==> config.mk <==
export PLATFORM = sky130hd
export DESIGN_NAME = fit_placement_allocator_top
export DESIGN_NICKNAME = d
export VERILOG_FILES = /design/src/rtl/core/fpa_pkg.sv /design/src/rtl/core/fpa_sequencer.sv /design/src/rtl/core/fit_placement_allocator_top.sv
export SDC_FILE = /design/constraint.sdc
export NUM_CORES = 1
export LEC_CHECK = 0
export CAP_MARGIN = 10
export CORE_ASPECT_RATIO = 0.7
export CORE_MARGIN = 2
export CORE_UTILIZATION = 46
export CTS_CLUSTER_SIZE = 12
export DETAILED_ROUTE_END_ITERATION = 10
export DONT_BUFFER_PORTS = 1
export PLACE_DENSITY = 0.71
export SLEW_MARGIN = 20
export SYNTH_ARGS = -nofsm -noshare
export SYNTH_HDL_FRONTEND = slang
export SYNTH_SLANG_ARGS = --single-unit
==> constraint.sdc <==
create_clock -name clock -period 11.5 [get_ports clock]
set_input_delay 1.15 -clock clock [delete_from_list [all_inputs] [get_ports clock]]
set_output_delay 1.15 -clock clock [all_outputs]
set_load 0.03 [all_outputs]
==> src/rtl/core/fpa_pkg.sv <==
package fpa_pkg;

   localparam int unsigned BLOCKS_DEFAULT      = 16;
   localparam int unsigned SIZE_BITS_DEFAULT   = 16;

   localparam int unsigned BLOCK_INDEX_W       = 4;
   localparam int unsigned AMOUNT_W            = 16;
   localparam int unsigned BLOCK_NUMBER_W      = 5;
   localparam int unsigned REMAINING_W         = 16;
   localparam int unsigned CSR_INDEX_W         = 1;
   localparam int unsigned CSR_DATA_W          = 5;
   localparam int unsigned BLOCKS_IN_USE_W     = 5;
   localparam int unsigned BLOCKS_IN_USE_RESET = 16;

   typedef enum logic [1:0] {
      FIT_FIRST = 2'd0,
      FIT_BEST  = 2'd1,
      FIT_NEXT  = 2'd2,
      FIT_WORST = 2'd3
   } strategy_type;

   typedef enum logic {
      OP_LOAD  = 1'b0,
      OP_ALLOC = 1'b1
   } operation_type;

   typedef enum logic [CSR_INDEX_W-1:0] {
      CSR_STRATEGY      = 1'b0,
      CSR_BLOCKS_IN_USE = 1'b1
   } csr_index_type;

   // microprogram steps
   typedef enum logic [2:0] {
      ST_IDLE,
      ST_LOAD,
      ST_INIT,
      ST_SCAN,
      ST_FINISH
   } step_type;

   typedef enum logic [2:0] {
      COND_NEVER,
      COND_START_ALLOC,
      COND_START_LOAD,
      COND_EMPTY,
      COND_SCAN_DONE
   } cond_sel_type;

   typedef struct packed {
      logic         idle;
      logic         do_load;
      logic         do_init;
      logic         do_scan;
      logic         do_finish;
      cond_sel_type cond_a;
      step_type     target_a;
      cond_sel_type cond_b;
      step_type     target_b;
      step_type     target_else;
   } ucode_type;

   typedef struct packed {
      logic start_alloc;
      logic start_load;
      logic empty;
      logic scan_done;
   } cond_type;

   function automatic ucode_type ucode_rom(input step_type step);
      ucode_type w;
      w             = '0;
      w.cond_a      = COND_NEVER;
      w.cond_b      = COND_NEVER;
      w.target_a    = ST_IDLE;
      w.target_b    = ST_IDLE;
      w.target_else = ST_IDLE;
      unique case (step)
         ST_IDLE: begin
            w.idle     = 1'b1;
            w.cond_a   = COND_START_ALLOC;
            w.target_a = ST_INIT;
            w.cond_b   = COND_START_LOAD;
            w.target_b = ST_LOAD;
         end
         ST_LOAD: begin
            w.do_load = 1'b1;
         end
         ST_INIT: begin
            w.do_init     = 1'b1;
            w.cond_a      = COND_EMPTY;
            w.target_a    = ST_FINISH;
            w.target_else = ST_SCAN;
         end
         ST_SCAN: begin
            w.do_scan     = 1'b1;
            w.cond_a      = COND_SCAN_DONE;
            w.target_a    = ST_FINISH;
            w.target_else = ST_SCAN;
         end
         ST_FINISH: begin
            w.do_finish = 1'b1;
         end
         default: begin
            w.target_else = ST_IDLE;
         end
      endcase
      return w;
   endfunction

endpackage

==> src/rtl/core/fpa_sequencer.sv <==
module fpa_sequencer (
   input  logic                clock,
   input  logic                reset,
   input  fpa_pkg::cond_type   cond,
   output fpa_pkg::ucode_type  ctrl
);

   fpa_pkg::step_type step_ff;
   fpa_pkg::step_type step_in;
   logic              hit_a;
   logic              hit_b;

   function automatic logic cond_hit(input fpa_pkg::cond_sel_type sel,
                                     input fpa_pkg::cond_type c);
      logic hit;
      unique case (sel)
         fpa_pkg::COND_NEVER:       hit = 1'b0;
         fpa_pkg::COND_START_ALLOC: hit = c.start_alloc;
         fpa_pkg::COND_START_LOAD:  hit = c.start_load;
         fpa_pkg::COND_EMPTY:       hit = c.empty;
         fpa_pkg::COND_SCAN_DONE:   hit = c.scan_done;
         default:                   hit = 1'b0;
      endcase
      return hit;
   endfunction

   assign ctrl = fpa_pkg::ucode_rom(step_ff);

   always_ff @(posedge clock) begin
      if (reset) begin
         step_ff <= fpa_pkg::ST_IDLE;
      end else begin
         step_ff <= step_in;
      end
   end

   // first jump wins, else fall to the default target
   always_comb begin
      hit_a   = cond_hit(ctrl.cond_a, cond);
      hit_b   = cond_hit(ctrl.cond_b, cond);
      step_in = ctrl.target_else;
      if (hit_a) begin
         step_in = ctrl.target_a;
      end else if (hit_b) begin
         step_in = ctrl.target_b;
      end
   end

endmodule

==> src/rtl/core/fit_placement_allocator_top.sv <==
// Channel   Ports                                         Transfer
// -------   -------------------------------------------   -------------------------------
// request   start, busy, req_operation, req_block_index,  edge with start high, busy low
//           req_amount
// result    rsp_valid, rsp_granted, rsp_block_number,     every edge ending a rsp_valid cycle
//           rsp_remaining
// config    csr_write_enable, csr_index, csr_write_data   every edge with csr_write_enable high
//
// A load runs the load step and then returns to idle. An allocate runs a setup step, then
// the scan step of the microprogram, which reads the free-space memory one entry per cycle
// over at most the blocks in use, and then a finish step.
// First and next fit stop the scan at the first fitting block.
// The result strobe rises in the cycle after the last step and lasts one cycle; the receiver
// cannot stall it. Synchronous reset clears the sequencer, configuration and next-fit
// pointer; table contents are undefined until loaded.
module fit_placement_allocator_top #(
   parameter int unsigned BLOCKS    = fpa_pkg::BLOCKS_DEFAULT,
   parameter int unsigned SIZE_BITS = fpa_pkg::SIZE_BITS_DEFAULT
) (
   input  logic                                 clock,
   input  logic                                 reset,
   input  logic                                 start,
   output logic                                 busy,
   input  logic                                 req_operation,
   input  logic [fpa_pkg::BLOCK_INDEX_W-1:0]    req_block_index,
   input  logic [fpa_pkg::AMOUNT_W-1:0]         req_amount,
   output logic                                 rsp_valid,
   output logic                                 rsp_granted,
   output logic [fpa_pkg::BLOCK_NUMBER_W-1:0]   rsp_block_number,
   output logic [fpa_pkg::REMAINING_W-1:0]      rsp_remaining,
   input  logic                                 csr_write_enable,
   input  logic [fpa_pkg::CSR_INDEX_W-1:0]      csr_index,
   input  logic [fpa_pkg::CSR_DATA_W-1:0]       csr_write_data
);

   localparam int unsigned IDX_W = (BLOCKS > 1) ? $clog2(BLOCKS) : 1;
   localparam int unsigned CNT_W = $clog2(BLOCKS + 1);

   fpa_pkg::ucode_type     ctrl;
   fpa_pkg::cond_type      cond;

   fpa_pkg::strategy_type  strategy_ff;
   logic [fpa_pkg::BLOCKS_IN_USE_W-1:0] blocks_in_use_ff;

   fpa_pkg::operation_type op_ff;
   logic [fpa_pkg::BLOCK_INDEX_W-1:0] idx_ff;
   logic [SIZE_BITS-1:0]   amt_ff;
   logic [CNT_W-1:0]       n_ff;
   logic [CNT_W-1:0]       n_active;

   logic [SIZE_BITS-1:0]   free_space [BLOCKS];
   logic [SIZE_BITS-1:0]   rd_data_ff;
   logic [IDX_W-1:0]       rd_addr;
   logic                   mem_we;
   logic [IDX_W-1:0]       mem_waddr;
   logic [SIZE_BITS-1:0]   mem_wdata;

   logic [IDX_W-1:0]       ptr_ff;
   logic [IDX_W-1:0]       k_ff;
   logic [CNT_W-1:0]       evl_ff;
   logic                   pick_vld_ff;
   logic [IDX_W-1:0]       pick_ff;
   logic [SIZE_BITS-1:0]   pick_val_ff;

   logic                   rsp_valid_ff;
   logic                   rsp_granted_ff;
   logic [fpa_pkg::BLOCK_NUMBER_W-1:0] rsp_block_number_ff;
   logic [fpa_pkg::REMAINING_W-1:0]    rsp_remaining_ff;

   logic                   accept;
   logic                   load_ok;
   logic [IDX_W-1:0]       scan_start;
   logic [CNT_W-1:0]       k_plus;
   logic [IDX_W-1:0]       k_next;
   logic                   qual;
   logic                   better;
   logic                   take;
   logic [SIZE_BITS-1:0]   new_val;

   fpa_sequencer u_seq (
      .clock (clock),
      .reset (reset),
      .cond  (cond),
      .ctrl  (ctrl)
   );

   assign busy   = ~ctrl.idle;
   assign accept = start & ctrl.idle;

   // configuration registers
   always_ff @(posedge clock) begin
      if (reset) begin
         strategy_ff      <= fpa_pkg::FIT_FIRST;
         blocks_in_use_ff <= fpa_pkg::BLOCKS_IN_USE_W'(fpa_pkg::BLOCKS_IN_USE_RESET);
      end else if (csr_write_enable) begin
         case (fpa_pkg::csr_index_type'(csr_index))
            fpa_pkg::CSR_STRATEGY:
               strategy_ff <= fpa_pkg::strategy_type'(csr_write_data[1:0]);
            fpa_pkg::CSR_BLOCKS_IN_USE:
               blocks_in_use_ff <= csr_write_data[fpa_pkg::BLOCKS_IN_USE_W-1:0];
            default: ;
         endcase
      end
   end

   // saturate blocks in use to the table depth
   assign n_active = (32'(blocks_in_use_ff) > BLOCKS) ? CNT_W'(BLOCKS)
                                                       : CNT_W'(blocks_in_use_ff);

   // hold the request for the length of the program
   always_ff @(posedge clock) begin
      if (accept) begin
         op_ff  <= fpa_pkg::operation_type'(req_operation);
         idx_ff <= req_block_index;
         amt_ff <= SIZE_BITS'(req_amount);
         n_ff   <= n_active;
      end
   end

   assign load_ok    = 32'(idx_ff) < BLOCKS;
   assign scan_start = (strategy_ff == fpa_pkg::FIT_NEXT && CNT_W'(ptr_ff) < n_ff)
                       ? ptr_ff : '0;
   assign k_plus     = CNT_W'(k_ff) + CNT_W'(1);
   assign k_next     = (k_plus == n_ff) ? '0 : IDX_W'(k_plus);
   assign rd_addr    = ctrl.do_init ? scan_start : k_next;

   assign qual   = rd_data_ff >= amt_ff;
   assign better = ~pick_vld_ff
                   || (strategy_ff == fpa_pkg::FIT_BEST  && rd_data_ff < pick_val_ff)
                   || (strategy_ff == fpa_pkg::FIT_WORST && rd_data_ff > pick_val_ff);
   assign take   = ctrl.do_scan & qual & better;

   assign cond.start_alloc = start && fpa_pkg::operation_type'(req_operation) == fpa_pkg::OP_ALLOC;
   assign cond.start_load  = start && fpa_pkg::operation_type'(req_operation) == fpa_pkg::OP_LOAD;
   assign cond.empty       = n_ff == '0;
   assign cond.scan_done   = (evl_ff + CNT_W'(1) == n_ff)
                             || (qual && (strategy_ff == fpa_pkg::FIT_FIRST
                                          || strategy_ff == fpa_pkg::FIT_NEXT));

   assign new_val   = pick_val_ff - amt_ff;
   assign mem_we    = (ctrl.do_load & load_ok & (op_ff == fpa_pkg::OP_LOAD))
                      | (ctrl.do_finish & pick_vld_ff);
   assign mem_waddr = ctrl.do_load ? IDX_W'(idx_ff) : pick_ff;
   assign mem_wdata = ctrl.do_load ? amt_ff : new_val;

   always_ff @(posedge clock) begin
      if (mem_we) begin
         free_space[mem_waddr] <= mem_wdata;
      end
      rd_data_ff <= free_space[rd_addr];
   end

   // scan bookkeeping: k_ff tags the entry now in rd_data_ff
   always_ff @(posedge clock) begin
      if (ctrl.do_init) begin
         k_ff   <= scan_start;
         evl_ff <= '0;
      end else if (ctrl.do_scan) begin
         k_ff   <= k_next;
         evl_ff <= evl_ff + CNT_W'(1);
      end
      if (take) begin
         pick_ff     <= k_ff;
         pick_val_ff <= rd_data_ff;
      end
   end

   always_ff @(posedge clock) begin
      if (reset) begin
         pick_vld_ff <= 1'b0;
         ptr_ff      <= '0;
      end else begin
         if (ctrl.do_init) begin
            pick_vld_ff <= 1'b0;
         end else if (take) begin
            pick_vld_ff <= 1'b1;
         end
         if (ctrl.do_load && load_ok) begin
            ptr_ff <= '0;
         end else if (ctrl.do_finish && pick_vld_ff && strategy_ff == fpa_pkg::FIT_NEXT) begin
            ptr_ff <= pick_ff;
         end
      end
   end

   // result register: one-cycle strobe
   always_ff @(posedge clock) begin
      if (reset) begin
         rsp_valid_ff <= 1'b0;
      end else begin
         rsp_valid_ff <= ctrl.do_load | ctrl.do_finish;
      end
   end

   always_ff @(posedge clock) begin
      if (ctrl.do_load) begin
         rsp_granted_ff      <= 1'b0;
         rsp_block_number_ff <= '0;
         rsp_remaining_ff    <= load_ok ? fpa_pkg::REMAINING_W'(amt_ff) : '0;
      end else if (ctrl.do_finish) begin
         rsp_granted_ff      <= pick_vld_ff;
         rsp_block_number_ff <= pick_vld_ff
                                ? fpa_pkg::BLOCK_NUMBER_W'(32'(pick_ff) + 32'd1) : '0;
         rsp_remaining_ff    <= pick_vld_ff ? fpa_pkg::REMAINING_W'(new_val) : '0;
      end
   end

   assign rsp_valid        = rsp_valid_ff;
   assign rsp_granted      = rsp_granted_ff;
   assign rsp_block_number = rsp_block_number_ff;
   assign rsp_remaining    = rsp_remaining_ff;

endmodule

After elaboration in Yosys (flattened, before gate mapping)

Memory sizes are Yosys's and may differ from the RTL's. A register that Yosys moved wholly into a read port is not among the register bits.
Index checks and enable logic that the tools add are counted.

Add/sub/neg operators: 4
Multiplexer cells: 25
Reduce and logical (&&, ||, !) cells: 22
Equality and inequality tests: 17
Bitwise logic cells: 12
Order comparisons: 5

Operators by type and width:

| kind                  | number |
|---|---|
| $mux W16              | 4 |
| $mux W4               | 6 |
| $pmux W6 S3           | 1 |
| $ge A16 B16 Y1        | 1 |
| $gt A16 B16 Y1        | 1 |
| $lt A16 B16 Y1        | 1 |
| $sub A16 B16 Y16      | 1 |
| $eq A3 B2 Y1 const B  | 4 |
| $add A4 B1 Y5 const B | 2 |
| $eq A5 B5 Y1          | 2 |
| $mux W5               | 2 |
| $eq A2 B2 Y1 const B  | 4 |
| $logic_and A1 B1 Y1   | 8 |
| $pmux W1 S4           | 2 |
| $mux W1               | 7 |
| $eq A3 B1 Y1 const B  | 2 |
| $eq A3 B3 Y1 const B  | 2 |
| $mux W3               | 2 |
| $reduce_or A2 Y1      | 3 |
| $add A5 B1 Y5 const B | 1 |
| $and A1 B1 Y1         | 5 |
| $gt A5 B5 Y1 const B  | 1 |
| $logic_not A5 Y1      | 1 |
| $lt A4 B5 Y1          | 1 |
| 10 further kinds      | 21 |

Memories: 1
Register bits after elaboration: 93
RAM bits: 256
Word-level logic and storage cells: 103

Memory list:

| name       | depth | width | rd ports | clocked after Yosys merged registers in | wr ports | line                              | source |
|---|---|---|---|---|---|---|---|
| free_space | 16    | 16    | 1        | 1                                       | 1        | fit_placement_allocator_top.sv:51 | `logic [SIZE_BITS-1:0] free_space [BLOCKS];` |

Longest topological paths before layout

Gate-level depths: netlist of the first run.

Depth after elaboration: 7
Gate-level depth with buffers: 13
Depth with buffers taken out: 12

Cells and area by module

A second synthesis of the first run with hierarchy kept.

Cells, all modules: 1272
Area total of the unflattened synthesis: 15921.5 um^2

By module, submodules not included:

| module                      | sequential area each (um^2) | instances | cells each | area each (um^2) |
|---|---|---|---|---|
| fit_placement_allocator_top | 10470.0                     | 1         | 1232       | 15582.4 |
| fpa_sequencer               | 60.1                        | 1         | 40         | 339.1 |

Worst setup path after synthesis of the first run

No wires, ideal clock.

Kind: register to register
Start: register pick_val_ff[1]
End: register pick_ff[0], enable pin
Arrival time: 3.649 ns
Library setup time: 0.435 ns
Cell stages (with the launch flop): 11
Period minus slack after synthesis: 4.084 ns
Buffers on the path: 0
Path slack: 7.416 ns
Cell sequence: edfxtp_1 > inv_1 > ha_1 > nor2b_1 > o21a_1 > o21a_1 > o21a_1 > o21bai_1 > a21oi_1 > or4b_1 > a311oi_1

Word-level cells in the longest chain between the ends: 5
Elaborated cells between the ends (all ways): 7
Classes of those cells: order compare: 2; bitwise: 1; reduce/logical: 4

RTL lines:

| element                | line                               | source |
|---|---|---|
| start, declared        | fit_placement_allocator_top.sv:63  | `logic [SIZE_BITS-1:0] pick_val_ff;` |
| start signal, assigned | fit_placement_allocator_top.sv:164 | `pick_val_ff <= rd_data_ff;` |
| $lt A16 B16 Y1         | fit_placement_allocator_top.sv:129 | `\|\| (strategy_ff == fpa_pkg::FIT_BEST && rd_data_ff < pick_val_ff)` |
| $logic_and A1 B1 Y1    | fit_placement_allocator_top.sv:129 |  |
| $logic_or A1 B1 Y1     | fit_placement_allocator_top.sv:129 |  |
| $logic_or A1 B1 Y1 (*) | fit_placement_allocator_top.sv:130 | `\|\| (strategy_ff == fpa_pkg::FIT_WORST && rd_data_ff > pick_val_ff);` |
| $and A1 B1 Y1 (*)      | fit_placement_allocator_top.sv:131 | `assign take = ctrl.do_scan & qual & better;` |
| net take               | fit_placement_allocator_top.sv:77  | `logic take;` |
| end signal, assigned   | fit_placement_allocator_top.sv:163 | `pick_ff <= k_ff;` |
| end, declared          | fit_placement_allocator_top.sv:62  | `logic [IDX_W-1:0] pick_ff;` |

The timed path passes the listed nets; every way through them passes the cells marked *.
A chain may end at the register's enable or synchronous reset.

Worst setup path in the final report of the first run

Start: register k_ff[0]
End: register rd_data_ff[8], read port of free_space

Word-level cells in the longest chain between the ends: 4

RTL lines:

| element                | line                               | source |
|---|---|---|
| start, declared        | fit_placement_allocator_top.sv:59  | `logic [IDX_W-1:0] k_ff;` |
| start signal, assigned | fit_placement_allocator_top.sv:156 | `k_ff <= scan_start;` |
| start signal, assigned | fit_placement_allocator_top.sv:159 | `k_ff <= k_next;` |
| $add A4 B1 Y5 (*)      | fit_placement_allocator_top.sv:123 | `assign k_plus = CNT_W'(k_ff) + CNT_W'(1);` |
| $eq A5 B5 Y1           | fit_placement_allocator_top.sv:124 | `assign k_next = (k_plus == n_ff) ? '0 : IDX_W'(k_plus);` |
| $mux W4 (*)            | fit_placement_allocator_top.sv:124 |  |
| $mux W4 (*)            | fit_placement_allocator_top.sv:125 | `assign rd_addr = ctrl.do_init ? scan_start : k_next;` |
| end, declared          | fit_placement_allocator_top.sv:52  | `logic [SIZE_BITS-1:0] rd_data_ff;` |

Every way passes the cells marked *; elsewhere a longest branch is shown, timed or not.

==> metrics, run 1 <==
crit path buf inv count 2; Net Count, Synth 1203; worst setup path class register to register; register bit total from synthesis 365; initial antenna violation count 0; Worst-path clk slew 0.06 ns; CP top delay family buffers and inverters; layout cells sized above 1 0.0923; total wire length 35.3 mm; antenna viol nets, final 0; fmax 0.213 GHz; vias in the first global route 9052; CTS Buffer Depth 3; gr usage total 0.196; Hold Crit Class register to register; post-synth top area cell edfxtp_1; Slew @ Worst Pin 1.11 ns; Max Slew Vio Count 0; Tcrit/Tclk final 0.408; worst reg2reg setup slack 6.81 ns; Clock Sinks 365; Syn-to-layout area delta 10.3%; worst r2r dst rd_data_ff[8]$_DFF_P_; unrepaired setup endpoints after global routing no; final setup vio count 0; Critical Path Start k_ff[0]$_DFFE_PP_; Num CTS Buffers 37; starting density of the core 0.465; library cells used by synthesis 70; clock skew 0.0178 ns; largest net degree at the start of global routing 85; Hold Vio Cnt, Final 0; Max-cap violations 0; Pleak 6.59 nW; nets@finish 1228; Setup crit end kind register; fin crit period 4.69 ns; synthesized area 16100 sq um; die width 227 um; Buffers on Ports 0; worst reg-to-reg path cell count 11; Reg-to-Reg Start k_ff[0]$_DFFE_PP_; Hold Startpoint blocks_in_use_ff[3]$_SDFFE_PP0P_; Critical Path Slowest Stage Cell buf_4; Syn Area/Cell 14.4 sq um; vias per cell 5.66; Synth area leaders edfxtp_1, mux2i_1, dfxtp_1; EDFF count, synth 322; main flop type after synthesis edfxtp_1; global-route wire length before repair 53.5 mm; GRT Residual Overflow 0; VDD IR max 89.9 uV; first-pass detailed-route iteration total 5; CP peak stage delay 0.95 ns; final routed DRC violation total 0; hold path cells 2; worst hold slack 0.444 ns; share of the synthesized area in the top cell type 0.601; CP arrival 5.10 ns; DP HPWL 22.2 mm; # IOs 55; crit path max fanout 81; highest-count cells in the layout ignoring fill and taps edfxtp_1, mux2i_1, nand2_1; DR iter-0 viols 937; Placer Congestion 0.847; setup bufs post-CTS 0; Clock Latency Late Sink 0.53 ns; Die Area 36500 sq um; ANT cells 0; most common cell after layout, fill and taps aside edfxtp_1; PwrDens 174 nW/um^2; DR vias 9288; # hold bufs at CTS 0; number of gates resized after CTS 0; H-tree Lvls 2; Mapped Cells 1118; Synth warnings 0; WP data required 11.91 ns; height of the die 160 um; Setup TNS 0 ns; crit path launch type register; CTS tree yes; FP Rows 57; hold endpoint blocks_in_use_ff[3]$_SDFFE_PP0P_; FFs w/ async S/R, synth 0; status complete, no violations; root buffer cell clkbuf_16; core area 34600 sq um; sequential area share after synthesis 0.655; Slew headroom 0.259; Cell Chain, Critical Path ha_1 -> xnor2_1 -> a221oi_2 -> o2111a_1 -> o31a_2 -> buf_4 -> buf_4 -> mux2i_1 -> mux2i_1 -> a22oi_1 -> nand3_1; Avg WL per Cell 21.5 um
power by group:
group          total [W]  internal [W]  switching (W)
clock            0.00111      0.000629       0.000479
sequential       0.00158       0.00153      0.0000520
combinational   0.000391      0.000144       0.000247
synthesized netlist by cell type (all sizes together), types with 2 or more instances:
cell      n
or2       3
a211o    35
or4       2
o21a     11
and3      3
nand2    55
mux2      3
nand4     4
o31ai     6
edfxtp  322
a22oi    18
inv      50
ha       53
nor2b    44
nor2     36
a22o      4
o21ai    32
nor3b     7
nand2b    8
o22ai     4
a31oi     5
xor2      9
a211oi   34
dfxtp    43
buf      30
nand3    34
clkbuf   16
and2      2
a21oi    29
xnor2    12
o31a      4
a221oi    2
a21o     18
o211ai    3
o21bai    2
nand3b    6
nor3     12
or3       2
mux2i   134
a31o      4
routing by layer:
layer / global-route usage / part of all wire
met1: 0.284 / 0.45
met2: 0.299 / 0.45
met3: 0.0465 / 0.084
met4: 0.0481 / 0.020
met5: 0 / 0
through the flow:
stage	area [sq um]	std cells	total power, W	worst slack (ns)	utilization
CTS	17700	1642	0.00310	6.79	0.512
finish	17700	1642	0.00308	6.81	0.513
floorplan	16100	1118	0.00187	7.42	-
global placement	16600	1576	0.00198	7.09	0.481
global route	17700	1642	0.00320	6.53	0.513
detailed placement	16600	1576	0.00199	6.92	0.481
final cells by class:
type,instances,area (sq um)
clock buffers,61,1060
clock inverters,5,32.5
fillers,2834,16900
inverters,51,191
multi-input cells,656,5080
flip-flops and latches,365,10500
well taps,472,591
repair buffers,32,240
how the worst max path moves through the flow:
stage                     depth (start not counted)                endpoint  slack, ns
after floorplan                                  10    pick_ff[0]$_DFFE_PP_       7.42
after global placement                           11   rd_data_ff[8]$_DFF_P_       7.09
final                                            11   rd_data_ff[8]$_DFF_P_       6.81
after CTS                                        11   rd_data_ff[8]$_DFF_P_       6.79
after detailed placement                         11  rd_data_ff[11]$_DFF_P_       6.92
after global routing                             11   rd_data_ff[8]$_DFF_P_       6.53
state kept, by name (all words and copies together) (netlist names):
| signal | count |
|---|---|
| free_space | 256 |
| amt_ff | 16 |
| pick_val_ff | 16 |
| rd_data_ff | 16 |
| rsp_remaining | 16 |
| blocks_in_use_ff | 5 |
| evl_ff | 5 |
| n_ff | 5 |
| rsp_block_number | 5 |
| idx_ff | 4 |
| k_ff | 4 |
| pick_ff | 4 |
| ptr_ff | 4 |
| u_seq.step_ff | 3 |
| strategy_ff | 2 |
| op_ff | 1 |
| pick_vld_ff | 1 |
| rsp_granted | 1 |
| rsp_valid | 1 |
cells by family after synthesis:
family | share of synthesized area
compound gates | 0.0994
xor+xnor | 0.0128
fa+ha+maj | 0.0425
buf+inv | 0.0331
flops | 0.655
mux | 0.0855
simple gates | 0.0717
worst reg2reg max path, cell delays in order (launching register included):
cell      delay (ns)
edfxtp_1        0.47
ha_1            0.30
xnor2_1         0.19
a221oi_2        0.31
o2111a_1        0.27
o31a_2          0.41
buf_4           0.85
buf_4           0.97
mux2i_1         0.36
mux2i_1         0.11
a22oi_1         0.25
nand3_1         0.09
Power figures use the tool's default switching activity.
==> inputs of run 2 (changes only) <==
--- a/config.mk
+++ b/config.mk
@@ -12,7 +12,7 @@
 export CTS_CLUSTER_SIZE = 12
 export DETAILED_ROUTE_END_ITERATION = 10
 export DONT_BUFFER_PORTS = 1
-export PLACE_DENSITY = 0.71
+export PLACE_DENSITY = 0.73
 export SLEW_MARGIN = 20
 export SYNTH_ARGS = -nofsm -noshare
 export SYNTH_HDL_FRONTEND = slang
==> constraint.sdc (replaced) <==
create_clock -name clock -period 3.84 [get_ports clock]
set_input_delay 0.384 -clock clock [delete_from_list [all_inputs] [get_ports clock]]
set_output_delay 0.384 -clock clock [all_outputs]
set_load 0.03 [all_outputs]
==> run 2 against run 1 <==
- sequential cell count is the same
- fmax increased by 32%
- cell count rose by 2.4%
- first-iteration DRC count rose by 2.8%
- wire length increased by 0.33%
- combinational power rose to 3.2 times the previous value
- clock skew is 0.0032 ns higher
- cell area is 1.9% higher
- highest routed layer unchanged
==> metrics, run 2 (synthesis results as in run 1) <==
status complete, no violations (unchanged); Cell Area, Placed 16800 sq um (was 16600 sq um); core area 34600 sq um (unchanged); Tcrit/Tclk final 0.927 (was 0.408); Hold Vio Cnt, Final 0 (unchanged); Clock Latency Late Sink 0.53 ns (about the same); unrepaired setup endpoints after global routing no (unchanged); final setup vio count 0 (unchanged); initial antenna violation count 0 (unchanged); Inst Count DP 1591 (was 1576); layout cells sized above 1 0.0876 (was 0.0923); WP data required 4.03 ns (was 11.91 ns); Slew headroom 0.440 (was 0.259); GRT Residual Overflow 0 (unchanged); number of gates resized after CTS 0 (unchanged); Pleak 6.76 nW (was 6.59 nW); CP arrival 3.75 ns (was 5.10 ns); CTS tree yes (unchanged); final routed DRC violation total 0 (unchanged); Buffers on Ports 0 (unchanged); Critical Path Slowest Stage Cell or3_1 (was buf_4); Max Slew Vio Count 0 (unchanged); CP peak stage delay 0.59 ns (was 0.95 ns); largest net degree at the start of global routing 85 (unchanged); Placer Congestion 0.867 (was 0.847); Max-cap violations 0 (unchanged); clock skew 0.0210 ns (was 0.0178 ns); worst reg2reg setup slack 0.28 ns (was 6.81 ns); nets@finish 1270 (was 1228); FP Rows 57 (unchanged); Hold Crit Class input pin to register (was register to register); DR vias 9485 (was 9288); fin crit period 3.56 ns (was 4.69 ns); hold endpoint blocks_in_use_ff[0]$_SDFFE_PP0P_ (was blocks_in_use_ff[3]$_SDFFE_PP0P_); Die Area 36500 sq um (unchanged); CP top delay family compound AO/OA/AOI/OAI gates (was buffers and inverters); design area 18100 sq um (was 17700 sq um); Clock Sinks 365 (unchanged); Largest register FFs 256 (unchanged); Slew @ Worst Pin 0.837 ns (was 1.11 ns); worst reg-to-reg path cell count 12 (was 11); Hold Startpoint csr_write_data[0] (was blocks_in_use_ff[3]$_SDFFE_PP0P_); worst setup path class register to register (unchanged); PnR worst setup slack 0.281 ns (was 6.81 ns); Syn-to-layout area delta 12.4% (was 10.3%); CTS Buffer Depth 3 (unchanged); highest-count cells in the layout ignoring fill and taps edfxtp_1, mux2i_1, nand2_1 (unchanged); DR iter-0 viols 963 (was 937); most common cell after layout, fill and taps aside edfxtp_1 (unchanged); H-tree Lvls 2 (unchanged); crit path max fanout 16 (was 81); hold path cells 2 (unchanged); Avg WL per Cell 21.0 um (was 21.5 um); vias in the first global route 9087 (was 9052); vias per cell 5.64 (was 5.66); Setup crit end kind register (unchanged); # hold bufs at CTS 28 (was 0); register with the most flip-flops free_space (unchanged); fmax 0.281 GHz (was 0.213 GHz); height of the die 160 um (unchanged); ANT cells 0 (unchanged); Worst-path clk slew 0.06 ns (about the same); Setup TNS 0 ns (unchanged); total wire length 35.4 mm (was 35.3 mm); VDD IR max 303 uV (was 89.9 uV); PwrDens 506 nW/um^2 (was 174 nW/um^2); gr usage total 0.195 (was 0.196); crit path launch type register (unchanged); DP HPWL 22.2 mm (about the same); setup bufs post-CTS 0 (unchanged); first-pass detailed-route iteration total 5 (unchanged); crit path buf inv count 2 (unchanged); Cell Chain, Critical Path inv_1 -> ha_1 -> inv_1 -> fa_1 -> a21o_1 -> a21oi_1 -> o21bai_1 -> a31o_2 -> a31o_2 -> a21oi_1 -> nor4b_1 -> or3_1 (was ha_1 -> xnor2_1 -> a221oi_2 -> o2111a_1 -> o31a_2 -> buf_4 -> buf_4 -> mux2i_1 -> mux2i_1 -> a22oi_1 -> nand3_1); Num CTS Buffers 36 (was 37); # IOs 55 (unchanged); starting density of the core 0.465 (unchanged); global-route wire length before repair 53.4 mm (was 53.5 mm); antenna viol nets, final 0 (unchanged); DP Worst Slack 0.373 ns (was 6.92 ns); die width 227 um (unchanged); Reg-to-Reg Start pick_val_ff[0]$_DFFE_PP_ (was k_ff[0]$_DFFE_PP_); Non-Filler Instances 1682 (was 1642); Total Power 0.00915 W (was 0.00308 W); root buffer cell clkbuf_16 (unchanged); worst r2r dst free_space[10][14]$_DFFE_PP_ (was rd_data_ff[8]$_DFF_P_)
## run 2: how the worst max path moves through the flow
stage,depth (start not counted),endpoint,start,slack [ns]
detailed placement,12,free_space[0][14]$_DFFE_PP_,pick_val_ff[0]$_DFFE_PP_,0.37
finish,12,free_space[10][14]$_DFFE_PP_,pick_val_ff[0]$_DFFE_PP_,0.28
global route,12,free_space[10][14]$_DFFE_PP_,pick_val_ff[0]$_DFFE_PP_,0.09
CTS,12,free_space[5][14]$_DFFE_PP_,pick_val_ff[0]$_DFFE_PP_,0.32
global placement,12,free_space[0][14]$_DFFE_PP_,pick_val_ff[0]$_DFFE_PP_,0.52
floorplan,10,pick_ff[0]$_DFFE_PP_,pick_val_ff[1]$_DFFE_PP_,0.41
## run 2: cell type report
cell class	count	area (sq um)
multi-input cells	656	5040
inverters	51	191
well taps	472	591
clock buffers	61	1020
repair buffers	75	683
clock inverters	2	17.5
fillers	2799	16500
flip-flops and latches	365	10500
## run 2: per-layer routing
layer,track usage,routed length (um),vias to the layer above
met5,0,0,-
met3,0.0474,3160,60
met4,0.0600,849,0
li1,-,-,4427
met1,0.292,16300,4667
met2,0.281,15100,331
## run 2: where the power goes
group          internal, W  switching (W)  total [W]  leakage [nW]
Combinational     0.000479       0.000758    0.00124          2.99
Clock              0.00180        0.00140    0.00320         0.493
Sequential         0.00457       0.000145    0.00472          3.27
Total              0.00685        0.00230    0.00915          6.76
## run 2: per-stage QoR
stage / hold WS (ns) / utilization
after floorplan: 0.408 / -
after global placement: 0.434 / 0.485
after detailed placement: 0.442 / 0.485
after CTS: 0.000386 / 0.522
after global routing: 0.00603 / 0.522
final: 0.0191 / 0.522
==> inputs of run 3 (changes only) <==
--- a/config.mk
+++ b/config.mk
@@ -12,7 +12,7 @@
 export CTS_CLUSTER_SIZE = 12
 export DETAILED_ROUTE_END_ITERATION = 10
 export DONT_BUFFER_PORTS = 1
-export PLACE_DENSITY = 0.73
+export PLACE_DENSITY = 0.72
 export SLEW_MARGIN = 20
 export SYNTH_ARGS = -nofsm -noshare
 export SYNTH_HDL_FRONTEND = slang
==> run 3 against run 2 <==
- power up 0.65%
- clock-buffer cell count up 2
- core utilization up 0.25 points
- critical path type unchanged
- critical endpoint is now free_space[0][14]$_DFFE_PP_
==> metrics, run 3 (synthesis results as in run 1) <==
root buffer cell clkbuf_16 (unchanged); gr usage total 0.203 (was 0.195); PwrDens 507 nW/um^2 (was 506 nW/um^2); fmax 0.287 GHz (was 0.281 GHz); crit path launch type register (unchanged); nets@finish 1273 (was 1270); Worst-path clk slew 0.06 ns (about the same); height of the die 160 um (unchanged); Slew headroom 0.518 (was 0.440); fin crit period 3.49 ns (was 3.56 ns); largest net degree at the start of global routing 37 (was 85); final setup vio count 0 (unchanged); initial antenna violation count 0 (unchanged); vias in the first global route 9201 (was 9087); Placer Congestion 0.864 (was 0.867); Setup crit end kind register (unchanged); Die Area 36500 sq um (unchanged); Clock Sinks 365 (unchanged); Clock Latency Late Sink 0.53 ns (about the same); Inst Count DP 1599 (was 1591); status complete, no violations (unchanged); antenna viol nets, final 0 (unchanged); Hold Crit Class input pin to register (unchanged); fin util 0.525 (was 0.522); worst hold slack 0.0195 ns (was 0.0191 ns); Tcrit/Tclk final 0.908 (was 0.927); Max Slew Vio Count 0 (unchanged); most common cell after layout, fill and taps aside edfxtp_1 (unchanged); Num CTS Buffers 36 (unchanged); number of gates resized after CTS 0 (unchanged); Largest register FFs 256 (unchanged); CP arrival 3.67 ns (was 3.75 ns); vias per cell 5.71 (was 5.64); CTS Buffer Depth 3 (unchanged); Slew @ Worst Pin 0.720 ns (was 0.837 ns); Hold Vio Cnt, Final 0 (unchanged); layout cells sized above 1 0.0998 (was 0.0876); FILL cells 2808 (was 2799); WP data required 4.02 ns (was 4.03 ns); unrepaired setup endpoints after global routing no (unchanged); Buffers on Ports 0 (unchanged); FP Rows 57 (unchanged); Max-cap violations 0 (unchanged); Non-Filler Instances 1685 (was 1682); Cell Area, Placed 16900 sq um (was 16800 sq um); Pleak 6.80 nW (was 6.76 nW); DR iter-0 viols 999 (was 963); starting density of the core 0.465 (unchanged); highest-count cells in the layout ignoring fill and taps edfxtp_1, mux2i_1, nand2_1 (unchanged); worst setup path class register to register (unchanged); worst reg2reg setup slack 0.35 ns (was 0.28 ns); DR vias 9617 (was 9485); Setup TNS 0 ns (unchanged); register with the most flip-flops free_space (unchanged); GRT Residual Overflow 0 (unchanged); global-route wire length before repair 55.4 mm (was 53.4 mm); VDD IR max 273 uV (was 303 uV); Syn-to-layout area delta 12.9% (was 12.4%); DP HPWL 23.1 mm (was 22.2 mm); die width 227 um (unchanged); final routed DRC violation total 0 (unchanged); design area 18200 sq um (was 18100 sq um); core area 34600 sq um (unchanged); CTS tree yes (unchanged); H-tree Lvls 2 (unchanged); clock skew 0.0212 ns (was 0.0210 ns); # IOs 55 (unchanged); total wire length 36.9 mm (was 35.4 mm); Avg WL per Cell 21.9 um (was 21.0 um); first-pass detailed-route iteration total 7 (was 5); crit path max fanout 16 (unchanged); ANT cells 0 (unchanged)
==> run 3: changes by cell type in the layout (fill, tap and decap cells not counted) <==
cell and delta:
nor2_1 -7, nor2_2 +7, clkbuf_8 +2, dlygate4sd3_1 -5, buf_4 +4, inv_6 -2, buf_12 +4
==> run 3: where the power goes <==
part | switching, W | leakage, nW | internal, W
clock network | 0.00139 | 0.499 | 0.00183
registers | 0.000149 | 3.27 | 0.00457
logic | 0.000773 | 3.03 | 0.000491
total | 0.00231 | 6.80 | 0.00689
==> run 3: per-stage QoR <==
step                setup WS, ns  total power, W
CTS                        0.405         0.00927
detailed placement         0.459         0.00603
global placement           0.510         0.00599
finish                     0.354         0.00921
global route               0.235         0.00954
floorplan                  0.414         0.00560
==> run 3: layout make-up <==
| cell class | instances | area [sq um] | share of cell area |
|---|---|---|---|
| Sequential cell | 365 | 10500 | 0.580 |
| Multi-Input combinational cell | 656 | 5060 | 0.279 |
| Clock buffer | 63 | 1040 | 0.0575 |
| Timing Repair Buffer | 78 | 743 | 0.0409 |
| Tap cell | 472 | 591 | 0.0325 |
| Inverter | 51 | 191 | 0.0105 |
==> run 3: per-layer routing <==
layer,wire length [um],track usage,up-vias
met5,0,0,-
met4,630,0.0458,0
met3,2750,0.0348,54
met2,16300,0.306,335
met1,17200,0.307,4808
li1,-,-,4420
==> run 3: worst max-delay path: stages (launching register included) <==
cell	delay (ns)
edfxtp_1	0.41
inv_1	0.07
ha_1	0.16
inv_1	0.06
fa_1	0.42
a21o_1	0.19
a21oi_1	0.23
o21bai_1	0.13
a31o_2	0.28
a31o_2	0.25
a21oi_1	0.28
nor4b_1	0.08
or3_1	0.59
==> run 3: repair_timing <==
item / 4_1_cts / 5_1_grt
buffers inserted: 0 / 0
hold buffers: 23 / 0
endpoints found under the hold margin: 36 / 0
==> run 3: worst paths after layout <==
check	from	to	cells past startpoint
setup / recovery	pick_val_ff[0]$_DFFE_PP_	free_space[0][14]$_DFFE_PP_	12
hold / removal	csr_write_data[0]	strategy_ff[0]$_SDFFE_PP0P_	2
setup reg to reg	pick_val_ff[0]$_DFFE_PP_	free_space[0][14]$_DFFE_PP_	12
hold reg to reg	blocks_in_use_ff[2]$_SDFFE_PP0P_	blocks_in_use_ff[2]$_SDFFE_PP0P_	2
